<file path="config.mk">
export PLATFORM = sky130hd
export DESIGN_NAME = murmur3_32_hash_core_flat
export DESIGN_NICKNAME = d
export VERILOG_FILES = /design/src/sv/m3h_pkg.sv /design/src/sv/m3h_ifs.sv /design/src/sv/m3h_front.sv /design/src/sv/m3h_fifo.sv /design/src/sv/m3h_back.sv /design/src/sv/murmur3_32_hash_core.sv /design/src/flat_wrapper.sv
export VERILOG_INCLUDE_DIRS = /design/src /design/src/sv
export SDC_FILE = /design/constraint.sdc
export NUM_CORES = 2
export LEC_CHECK = 0
export ABC_AREA = 1
export BUFFER_PORTS_ARGS = -buffer_cell sky130_fd_sc_hd__buf_2
export CAP_MARGIN = 30
export CORE_MARGIN = 2
export CORE_UTILIZATION = 40
export CTS_BUF_LIST = sky130_fd_sc_hd__clkbuf_8 sky130_fd_sc_hd__clkbuf_16
export DETAILED_ROUTE_END_ITERATION = 6
export GPL_TIMING_DRIVEN = 0
export PLACE_DENSITY = 0.59
export SYNTH_ARGS = -nofsm -noshare
export SYNTH_HDL_FRONTEND = slang
export SYNTH_SLANG_ARGS = --single-unit
</file>
<file path="constraint.sdc">
create_clock -name clk_i -period 6.8 [get_ports clk_i]
set_input_delay 1.02 -clock clk_i [delete_from_list [all_inputs] [get_ports clk_i]]
set_output_delay 1.02 -clock clk_i [all_outputs]
set_load 0.01 [all_outputs]
</file>
<file path="src/sv/murmur3_32_hash_core_assert.svh">
// Assertion macros shared by the hash core modules.
`ifndef MURMUR3_32_HASH_CORE_ASSERT_SVH
`define MURMUR3_32_HASH_CORE_ASSERT_SVH

// Clocked check, quiet while reset is applied.
`define M3H_ASSERT(lbl, prop, msg) \
  lbl: assert property (@(posedge clk_i) disable iff (!rst_ni) prop) else $error(msg);

// Clocked check that also holds during reset.
`define M3H_ASSERT_ALWAYS(lbl, prop, msg) \
  lbl: assert property (@(posedge clk_i) prop) else $error(msg);

`endif

</file>
<file path="src/sv/m3h_pkg.sv">
// Package: constants, types and helper functions of the MurmurHash3 core.
`timescale 1ns / 1ps
`default_nettype none

package m3h_pkg;

  localparam int unsigned WORD_W  = 32;
  localparam int unsigned NB_W    = 3;

  localparam logic [WORD_W-1:0] MIX_C1 = 32'hcc9e2d51;
  localparam logic [WORD_W-1:0] MIX_C2 = 32'h1b873593;
  localparam int unsigned       MIX_R1 = 15;
  localparam int unsigned       FOLD_R2 = 13;
  localparam logic [WORD_W-1:0] FOLD_N = 32'he6546b64;
  localparam logic [WORD_W-1:0] FIN_C1 = 32'h85ebca6b;
  localparam logic [WORD_W-1:0] FIN_C2 = 32'hc2b2ae35;

  localparam logic [NB_W-1:0] NB_FULL = 3'd4;

  // Queue between front and back.
  localparam int unsigned Q_DEPTH = 2;
  localparam int unsigned Q_AW    = $clog2(Q_DEPTH);

  typedef struct packed {
    logic [WORD_W-1:0] k;     // mixed word (zero for an empty item)
    logic [NB_W-1:0]   nb;    // valid bytes, clamped to 0..4
    logic              last;  // item closes the key
  } q_entry_t;

  typedef struct packed {
    logic full;
    logic empty;
  } q_status_t;

  typedef enum logic [1:0] {
    BK_RUN,
    BK_FIN1,
    BK_FIN2
  } back_state_e;

  function automatic logic [WORD_W-1:0] rotl13(input logic [WORD_W-1:0] x);
    rotl13 = {x[WORD_W-1-FOLD_R2:0], x[WORD_W-1:WORD_W-FOLD_R2]};
  endfunction

  function automatic logic [WORD_W-1:0] rotl15(input logic [WORD_W-1:0] x);
    rotl15 = {x[WORD_W-1-MIX_R1:0], x[WORD_W-1:WORD_W-MIX_R1]};
  endfunction

endpackage

`default_nettype wire

</file>
<file path="src/sv/m3h_ifs.sv">
// Handshake interfaces for key items and hash results.
`timescale 1ns / 1ps
`default_nettype none

interface m3h_key_if
  import m3h_pkg::*;
();
  logic              valid;
  logic              ready;
  logic [WORD_W-1:0] key_word;
  logic [NB_W-1:0]   word_bytes;
  logic              end_of_key;

  modport source (output valid, key_word, word_bytes, end_of_key, input ready);
  modport sink   (input valid, key_word, word_bytes, end_of_key, output ready);
endinterface

interface m3h_hash_if
  import m3h_pkg::*;
();
  logic              valid;
  logic              ready;
  logic [WORD_W-1:0] hash_value;

  modport source (output valid, hash_value, input ready);
  modport sink   (input valid, hash_value, output ready);
endinterface

`default_nettype wire

</file>
<file path="src/sv/m3h_front.sv">
// Front end: takes key items, clamps and masks them, runs the word mix.
`timescale 1ns / 1ps
`default_nettype none

module m3h_front
  import m3h_pkg::*;
(
  input  wire logic      clk_i,
  input  wire logic      rst_ni,
  m3h_key_if.sink        key_i,
  input  wire q_status_t q_status_i,
  output logic           push_o,
  output q_entry_t       entry_o
);

  logic              s1_valid_q, s1_valid_d;
  logic [WORD_W-1:0] s1_k1_q, s1_k1_d;
  logic [NB_W-1:0]   s1_nb_q, s1_nb_d;
  logic              s1_last_q, s1_last_d;

  logic              take;
  logic [WORD_W-1:0] masked;

  assign push_o      = s1_valid_q && !q_status_i.full;
  assign key_i.ready = !s1_valid_q || !q_status_i.full;
  assign take        = key_i.valid && key_i.ready;

  // Clamp the byte count; anything short ends the key.
  always_comb begin
    s1_nb_d   = (key_i.word_bytes > NB_FULL) ? NB_FULL : key_i.word_bytes;
    s1_last_d = key_i.end_of_key || (s1_nb_d != NB_FULL);
    case (s1_nb_d)
      3'd0:    masked = '0;
      3'd1:    masked = {24'd0, key_i.key_word[7:0]};
      3'd2:    masked = {16'd0, key_i.key_word[15:0]};
      3'd3:    masked = {8'd0, key_i.key_word[23:0]};
      default: masked = key_i.key_word;
    endcase
    s1_k1_d    = masked * MIX_C1;
    s1_valid_d = take || (s1_valid_q && !push_o);
  end

  always_ff @(posedge clk_i or negedge rst_ni) begin
    if (!rst_ni) begin
      s1_valid_q <= 1'b0;
    end else begin
      s1_valid_q <= s1_valid_d;
    end
  end

  always_ff @(posedge clk_i) begin
    if (take) begin
      s1_k1_q   <= s1_k1_d;
      s1_nb_q   <= s1_nb_d;
      s1_last_q <= s1_last_d;
    end
  end

  // Second half of the mix feeds the queue directly.
  always_comb begin
    entry_o.k    = rotl15(s1_k1_q) * MIX_C2;
    entry_o.nb   = s1_nb_q;
    entry_o.last = s1_last_q;
  end

endmodule

`default_nettype wire

</file>
<file path="src/sv/m3h_fifo.sv">
// Short queue of mixed words between the front and back ends.
`timescale 1ns / 1ps
`default_nettype none
`include "murmur3_32_hash_core_assert.svh"

module m3h_fifo
  import m3h_pkg::*;
(
  input  wire logic     clk_i,
  input  wire logic     rst_ni,
  input  wire logic     push_i,
  input  wire q_entry_t entry_i,
  input  wire logic     pop_i,
  output q_entry_t      head_o,
  output q_status_t     status_o
);

  q_entry_t        mem_q [Q_DEPTH];
  logic [Q_AW-1:0] wr_ptr_q, rd_ptr_q;
  logic [Q_AW:0]   cnt_q, cnt_d;

  assign status_o.full  = (cnt_q == (Q_AW+1)'(Q_DEPTH));
  assign status_o.empty = (cnt_q == '0);
  assign head_o         = mem_q[rd_ptr_q];

  always_comb begin
    cnt_d = cnt_q;
    if (push_i && !pop_i) begin
      cnt_d = cnt_q + 1'b1;
    end else if (pop_i && !push_i) begin
      cnt_d = cnt_q - 1'b1;
    end
  end

  always_ff @(posedge clk_i or negedge rst_ni) begin
    if (!rst_ni) begin
      wr_ptr_q <= '0;
      rd_ptr_q <= '0;
      cnt_q    <= '0;
    end else begin
      if (push_i) begin
        wr_ptr_q <= wr_ptr_q + 1'b1;
      end
      if (pop_i) begin
        rd_ptr_q <= rd_ptr_q + 1'b1;
      end
      cnt_q <= cnt_d;
    end
  end

  always_ff @(posedge clk_i) begin
    if (push_i) begin
      mem_q[wr_ptr_q] <= entry_i;
    end
  end

  `M3H_ASSERT(a_no_push_full, !(push_i && status_o.full), "push into full queue")
  `M3H_ASSERT(a_no_pop_empty, !(pop_i && status_o.empty), "pop from empty queue")

endmodule

`default_nettype wire

</file>
<file path="src/sv/m3h_back.sv">
// Back end: folds mixed words into the running hash and finalizes keys.
`timescale 1ns / 1ps
`default_nettype none
`include "murmur3_32_hash_core_assert.svh"

module m3h_back
  import m3h_pkg::*;
(
  input  wire logic              clk_i,
  input  wire logic              rst_ni,
  input  wire logic              cfg_we_i,
  input  wire logic [WORD_W-1:0] cfg_wdata_i,
  input  wire q_entry_t          head_i,
  input  wire q_status_t         q_status_i,
  output logic                   pop_o,
  m3h_hash_if.source             hash_o
);

  back_state_e state_q, state_d;

  logic [WORD_W-1:0] seed_q;
  logic [WORD_W-1:0] hash_q, hash_d;
  logic [WORD_W-1:0] cnt_q, cnt_d;
  logic [WORD_W-1:0] fin_q, fin_d;
  logic              out_valid_q, out_valid_d;
  logic [WORD_W-1:0] out_data_q, out_data_d;

  logic              can_load;
  logic              load_out;
  logic [WORD_W-1:0] mixed, rot, folded, cnt_new, fx1, fx2;

  assign can_load = !out_valid_q || hash_o.ready;

  // Next state.
  always_comb begin
    state_d = state_q;
    unique case (state_q)
      BK_RUN: begin
        if (!q_status_i.empty && head_i.last) begin
          state_d = BK_FIN1;
        end
      end
      BK_FIN1: state_d = BK_FIN2;
      BK_FIN2: begin
        if (can_load) begin
          state_d = BK_RUN;
        end
      end
      default: state_d = BK_RUN;
    endcase
  end

  // State outputs.
  always_comb begin
    pop_o    = 1'b0;
    load_out = 1'b0;
    unique case (state_q)
      BK_RUN:  pop_o = !q_status_i.empty;
      BK_FIN1: ;
      BK_FIN2: load_out = can_load;
      default: ;
    endcase
  end

  // Datapath.
  always_comb begin
    mixed   = hash_q ^ head_i.k;
    rot     = rotl13(mixed);
    folded  = (head_i.nb == NB_FULL) ? ((rot << 2) + rot + FOLD_N) : mixed;
    cnt_new = cnt_q + {{(WORD_W-NB_W){1'b0}}, head_i.nb};
    fx1     = fin_q ^ (fin_q >> 16);
    fx2     = (fin_q ^ (fin_q >> 13)) * FIN_C2;

    hash_d = hash_q;
    cnt_d  = cnt_q;
    fin_d  = fin_q;
    if (pop_o) begin
      if (head_i.last) begin
        fin_d  = folded ^ cnt_new;
        hash_d = seed_q;
        cnt_d  = '0;
      end else begin
        hash_d = folded;
        cnt_d  = cnt_new;
      end
    end else if (state_q == BK_FIN1) begin
      fin_d = fx1 * FIN_C1;
    end
    if (cfg_we_i && (cnt_q == '0)) begin
      hash_d = cfg_wdata_i;
    end

    out_data_d  = fx2 ^ (fx2 >> 16);
    out_valid_d = load_out || (out_valid_q && !hash_o.ready);
  end

  always_ff @(posedge clk_i or negedge rst_ni) begin
    if (!rst_ni) begin
      state_q     <= BK_RUN;
      seed_q      <= '0;
      hash_q      <= '0;
      cnt_q       <= '0;
      out_valid_q <= 1'b0;
    end else begin
      state_q     <= state_d;
      hash_q      <= hash_d;
      cnt_q       <= cnt_d;
      out_valid_q <= out_valid_d;
      if (cfg_we_i) begin
        seed_q <= cfg_wdata_i;
      end
    end
  end

  always_ff @(posedge clk_i) begin
    fin_q <= fin_d;
    if (load_out) begin
      out_data_q <= out_data_d;
    end
  end

  assign hash_o.valid      = out_valid_q;
  assign hash_o.hash_value = out_data_q;

  `M3H_ASSERT(a_pop_only_run, pop_o |-> (state_q == BK_RUN), "pop outside run state")
  `M3H_ASSERT(a_fin2_holds, (state_q == BK_FIN2 && !can_load) |=> (state_q == BK_FIN2), "result dropped while output busy")

endmodule

`default_nettype wire

</file>
<file path="src/sv/murmur3_32_hash_core.sv">
// Top level of the streaming MurmurHash3 x86_32 core.
// A final item passes the mix register, queue write, fold, finalize
//   multiply and multiply into the result register before hash_o.valid
//   rises. One word item per cycle is taken while the queue is not full;
//   a final item holds the back end for the fold and both finalize multiplies.
// Reset (rst_ni low, async): seed, running hash and byte count go to 0,
//   queue and result register empty. No clearing pass.
`timescale 1ns / 1ps
`default_nettype none

module murmur3_32_hash_core
  import m3h_pkg::*;
(
  input  wire logic              clk_i,
  input  wire logic              rst_ni,
  input  wire logic              cfg_we_i,
  input  wire logic [WORD_W-1:0] cfg_wdata_i,
  m3h_key_if.sink                key_i,
  m3h_hash_if.source             hash_o
);

  // Front to queue.
  logic      push;
  q_entry_t  push_entry;
  // Queue to back.
  q_entry_t  head;
  q_status_t q_status;
  logic      pop;

  // Front: clamp the byte count, mask unused bytes, mix the word in two
  // multiply stages. It stalls only on a full queue.
  m3h_front u_front (
    .clk_i      (clk_i),
    .rst_ni     (rst_ni),
    .key_i      (key_i),
    .q_status_i (q_status),
    .push_o     (push),
    .entry_o    (push_entry)
  );

  // Two-entry queue lets the front keep taking words while the back end
  // is busy finishing a key or waiting on the result channel.
  m3h_fifo u_fifo (
    .clk_i    (clk_i),
    .rst_ni   (rst_ni),
    .push_i   (push),
    .entry_i  (push_entry),
    .pop_i    (pop),
    .head_o   (head),
    .status_o (q_status)
  );

  // Back: fold into running hash, count bytes, finalize, hold seed.
  m3h_back u_back (
    .clk_i       (clk_i),
    .rst_ni      (rst_ni),
    .cfg_we_i    (cfg_we_i),
    .cfg_wdata_i (cfg_wdata_i),
    .head_i      (head),
    .q_status_i  (q_status),
    .pop_o       (pop),
    .hash_o      (hash_o)
  );

endmodule

`default_nettype wire

</file>
<file path="src/flat_wrapper.sv">
// flat-port wrapper written by rule: the top's interface ports become plain ports
module murmur3_32_hash_core_flat import m3h_pkg::*;
  (clk_i, rst_ni, cfg_we_i, cfg_wdata_i, key_i_valid, key_i_key_word, key_i_word_bytes, key_i_end_of_key, key_i_ready, hash_o_valid, hash_o_hash_value, hash_o_ready);
  m3h_key_if key_i_i ();
  m3h_hash_if hash_o_i ();
  input  wire logic clk_i;
  input  wire logic rst_ni;
  input  wire logic cfg_we_i;
  input  wire logic [WORD_W-1:0] cfg_wdata_i;
  input wire logic [$bits(key_i_i.valid)-1:0] key_i_valid;
  input wire logic [$bits(key_i_i.key_word)-1:0] key_i_key_word;
  input wire logic [$bits(key_i_i.word_bytes)-1:0] key_i_word_bytes;
  input wire logic [$bits(key_i_i.end_of_key)-1:0] key_i_end_of_key;
  output wire logic [$bits(key_i_i.ready)-1:0] key_i_ready;
  output wire logic [$bits(hash_o_i.valid)-1:0] hash_o_valid;
  output wire logic [$bits(hash_o_i.hash_value)-1:0] hash_o_hash_value;
  input wire logic [$bits(hash_o_i.ready)-1:0] hash_o_ready;
  assign key_i_i.valid = key_i_valid;
  assign key_i_i.key_word = key_i_key_word;
  assign key_i_i.word_bytes = key_i_word_bytes;
  assign key_i_i.end_of_key = key_i_end_of_key;
  assign key_i_ready = key_i_i.ready;
  assign hash_o_valid = hash_o_i.valid;
  assign hash_o_hash_value = hash_o_i.hash_value;
  assign hash_o_i.ready = hash_o_ready;
  murmur3_32_hash_core u_core (.clk_i(clk_i), .rst_ni(rst_ni), .cfg_we_i(cfg_we_i), .cfg_wdata_i(cfg_wdata_i), .key_i(key_i_i), .hash_o(hash_o_i));
endmodule
</file>
==> results_dict.tcl <==
set metrics [dict create \
    outcome "finished with violations" \
    violations "setup timing" \
    grt_pass1_vias 40900 \
    ys_types 59 \
    die_width_um 360 \
    slew_violations 0 \
    worst_pin_slew_ns 0.957 \
    start_util_pct 40.4 \
    synth_fp_nets 7499 \
    drcViolationCount 0 \
    worst_ep_arrival_time_ns 7.47 \
    insertion_delay_ns 0.61 \
    min_period_over_period_pct 105 \
    syn_avg_cell_area_um2 8.63 \
    vias 40200 \
    gp_congestion 0.972 \
    synth-warning-count 0 \
    dr.pass1.iters 6 \
    max_stage_delay_ns 0.57 \
    area_delta_synth_final_pct 17.6 \
    setup-violations-final 13 \
    dieArea_um2 130000 \
    seq_area_frac_synth_pct 15.3 \
    grt_use_met2_pct 38.5 \
    grt_busiest_layer "met2" \
    cp_top_family "adder cells" \
    drtIter0Drc 3384 \
    rows 130 \
    clk_pin_slew_ns 0.06 \
    cts.sinks 276 \
    layout.nets 7908 \
    gr-usage-met1_pct 36.9 \
    rsz0062_at_grt "true" \
    synth_top_area_share_pct 28.5 \
    diodes 0 \
    h-tree-depth 2 \
    crit_top_cell "fa_1" \
    worst_path_max_delay_cell "fa_2" \
    io_pins 107 \
    fin_skew_ns 0.0279 \
    n_fill_cell 12200 \
    async_flop_share_pct 37.7 \
    drv_cap 0 \
    pre_cts_ws_ns -1.16 \
    port_buffers 105 \
    setup_ws_ns -0.343 \
    track_usage_pct 25.1 \
    synth_area_um2 50800 \
    clk_root_buffer_cell "clkbuf_16" \
    synth_seq_cells 276 \
    synth_top_area_cell "fa_1" \
    critPathKind "flop to flop" \
    viasPerCell 5.04 \
    grt_max_degree 78 \
    end_kind "flop" \
    cts.path.max_buffers 3 \
    numCtsBuffers 35 \
    grt_pass1_wl_mm 247 \
    final_antenna_net_count 0 \
    yosys-top-cells-count "inv_1, nand2_1, ha_1" \
    core_um2 126000 \
    synth_cells 5892 \
    crit_buf_inv 6 \
    maxSlewHeadroom_pct 36.2 \
    met3_usage_pct 4.57 \
    synth.area.top_cells "fa_1, ha_1, inv_1" \
    synth-edff-count 172 \
    yosysMostFrequentCell "inv_1" \
    grt-ovfl-total 0 \
    cp-start-kind "flop" \
    fin_crit_ns 7.14 \
    worst-endpoint-required_ns 7.13 \
    wire_per_inst_um 20.4 \
    dp_hpwl_mm 138 \
    hold_buffers 0 \
    antenna_found_initial 0 \
    fp.dieH_um 360 \
    worstPathMaxFanout 4 \
    drive_above_1_share_pct 15.2 \
    finalHoldViolCount 0 \
    routed_wl_mm 163 \
    synth_flop_cell "edfxtp_1" \
    fmax_ghz 0.140 \
    hold_class "input pin to asynchronous set/reset pin" \
    tritoncts "built" \
]
==> flip-flops by register name, indices dropped and copies added (netlist names) <==
register,cells
u_core.u_front.s1_valid_q,1
u_core.u_back.hash_o.valid,1
u_core.u_fifo.wr_ptr_q,1
u_core.u_back.hash_q,32
u_core.u_back.cnt_q,32
u_core.u_back.seed_q,32
u_core.u_back.hash_o.hash_value,32
u_core.u_fifo.cnt_q,2
u_core.u_front.s1_k1_q,32
u_core.u_front.s1_nb_q,3
u_core.u_fifo.rd_ptr_q,1
u_core.u_fifo.mem_q,72
u_core.u_front.s1_last_q,1
u_core.u_back.state_q,2
u_core.u_back.fin_q,32
==> through the flow <==
| step | cell area (um2) | hold WS (ns) | std cells | utilization, % | TNS [ns] |
|---|---|---|---|---|---|
| after floorplan | 50800 | 0.421 | 5892 | - | 0 |
| after CTS | 57300 | 0.279 | 7851 | 45.5 | -0.601 |
| after global placement | 53400 | 0.463 | 7647 | 42.4 | -49.85 |
| after global routing | 59800 | 0.298 | 7978 | 47.5 | -5.12 |
| after detailed placement | 53700 | 0.457 | 7659 | 42.6 | -49.45 |
| final | 59800 | 0.291 | 7978 | 47.5 | -1.10 |
==> what timing repair did <==
item / in CTS / in global routing
setup buffers: 128 / 127
gates resized for setup: 281 / 353
pin swaps: 81 / 192
endpoints found under the setup margin: 77 / 71
==> layout make-up <==
type                    count  area (um2)  area share, %
inverters                1640        6260           10.5
multi-input cells        3919       39500           66.1
flip-flops and latches    276        7770           13.0
clock inverters            27         205          0.343
repair buffers            372        2780           4.65
plain buffers              57         297          0.496
clock buffers              37         903           1.51
well taps                1650        2060           3.45
==> path summary, 6_finish.rpt <==
path / from / end / slack (ns) / depth (start not counted)
setup / recovery: u_core.u_back.fin_q[9] / u_core.u_back.fin_q[31] / -0.34 / 25
hold / removal: rst_ni / u_core.u_back.seed_q[9] / 0.29 / 1
setup reg to reg: u_core.u_back.fin_q[9] / u_core.u_back.fin_q[31] / -0.34 / 25
hold reg to reg: u_core.u_front.s1_nb_q[0] / u_core.u_fifo.mem_q[0][1] / 0.47 / 0
max in group asynchronous: rst_ni / u_core.u_back.cnt_q[29] / 5.75 / 2
min in group clk_i: u_core.u_front.s1_nb_q[0] / u_core.u_fifo.mem_q[0][1] / 0.47 / 0
==> cell usage in the layout (no fill, tap or decap), types with 50 or more instances in the layout <==
master,count
a21oi_1,133
buf_2,125
buf_4,236
dfrtp_1,104
edfxtp_1,172
fa_1,670
fa_2,54
ha_1,711
ha_4,83
inv_1,1583
nand2_1,939
nand3_1,250
nand4_1,50
nor2_1,177
o21ai_0,136
xnor2_1,79
xor2_1,133
==> worst register-to-register path: stages (launching register included) <==
cell        delay, ns
edfxtp_1         0.50
xnor2_4          0.34
clkinvlp_4       0.24
buf_6            0.17
ha_4             0.27
inv_1            0.06
fa_1             0.52
inv_1            0.05
fa_1             0.49
fa_2             0.54
inv_1            0.06
fa_2             0.57
fa_1             0.43
inv_2            0.13
fa_1             0.47
fa_1             0.54
ha_4             0.34
nand2_4          0.06
nor3_4           0.19
nand2_1          0.10
nor3_1           0.14
nand2_1          0.08
o211ai_1         0.24
nand3_1          0.17
nand3_2          0.13
nand2_2          0.07
==> per-layer routing <==
layer,up-vias,part of all wire [%]
li1,19000,-
met5,-,0
met1,19800,46
met3,188,7.5
met2,1290,44
met4,0,2.5
==> logic make-up (layout without fill, tap and decap cells) <==
family	Yosys count	in the layout	share of synthesized area, %
compound gates	485	485	5.38
fa+ha+maj	1534	1534	48.4
mux	4	4	0.0886
flops	276	276	15.3
xor+xnor	259	259	4.58
simple gates	1637	1637	13.6
buf+inv	1697	2133	12.7
Power is not shown: default switching activity piles up to over one toggle a cycle in this logic, so the estimate is an artifact.
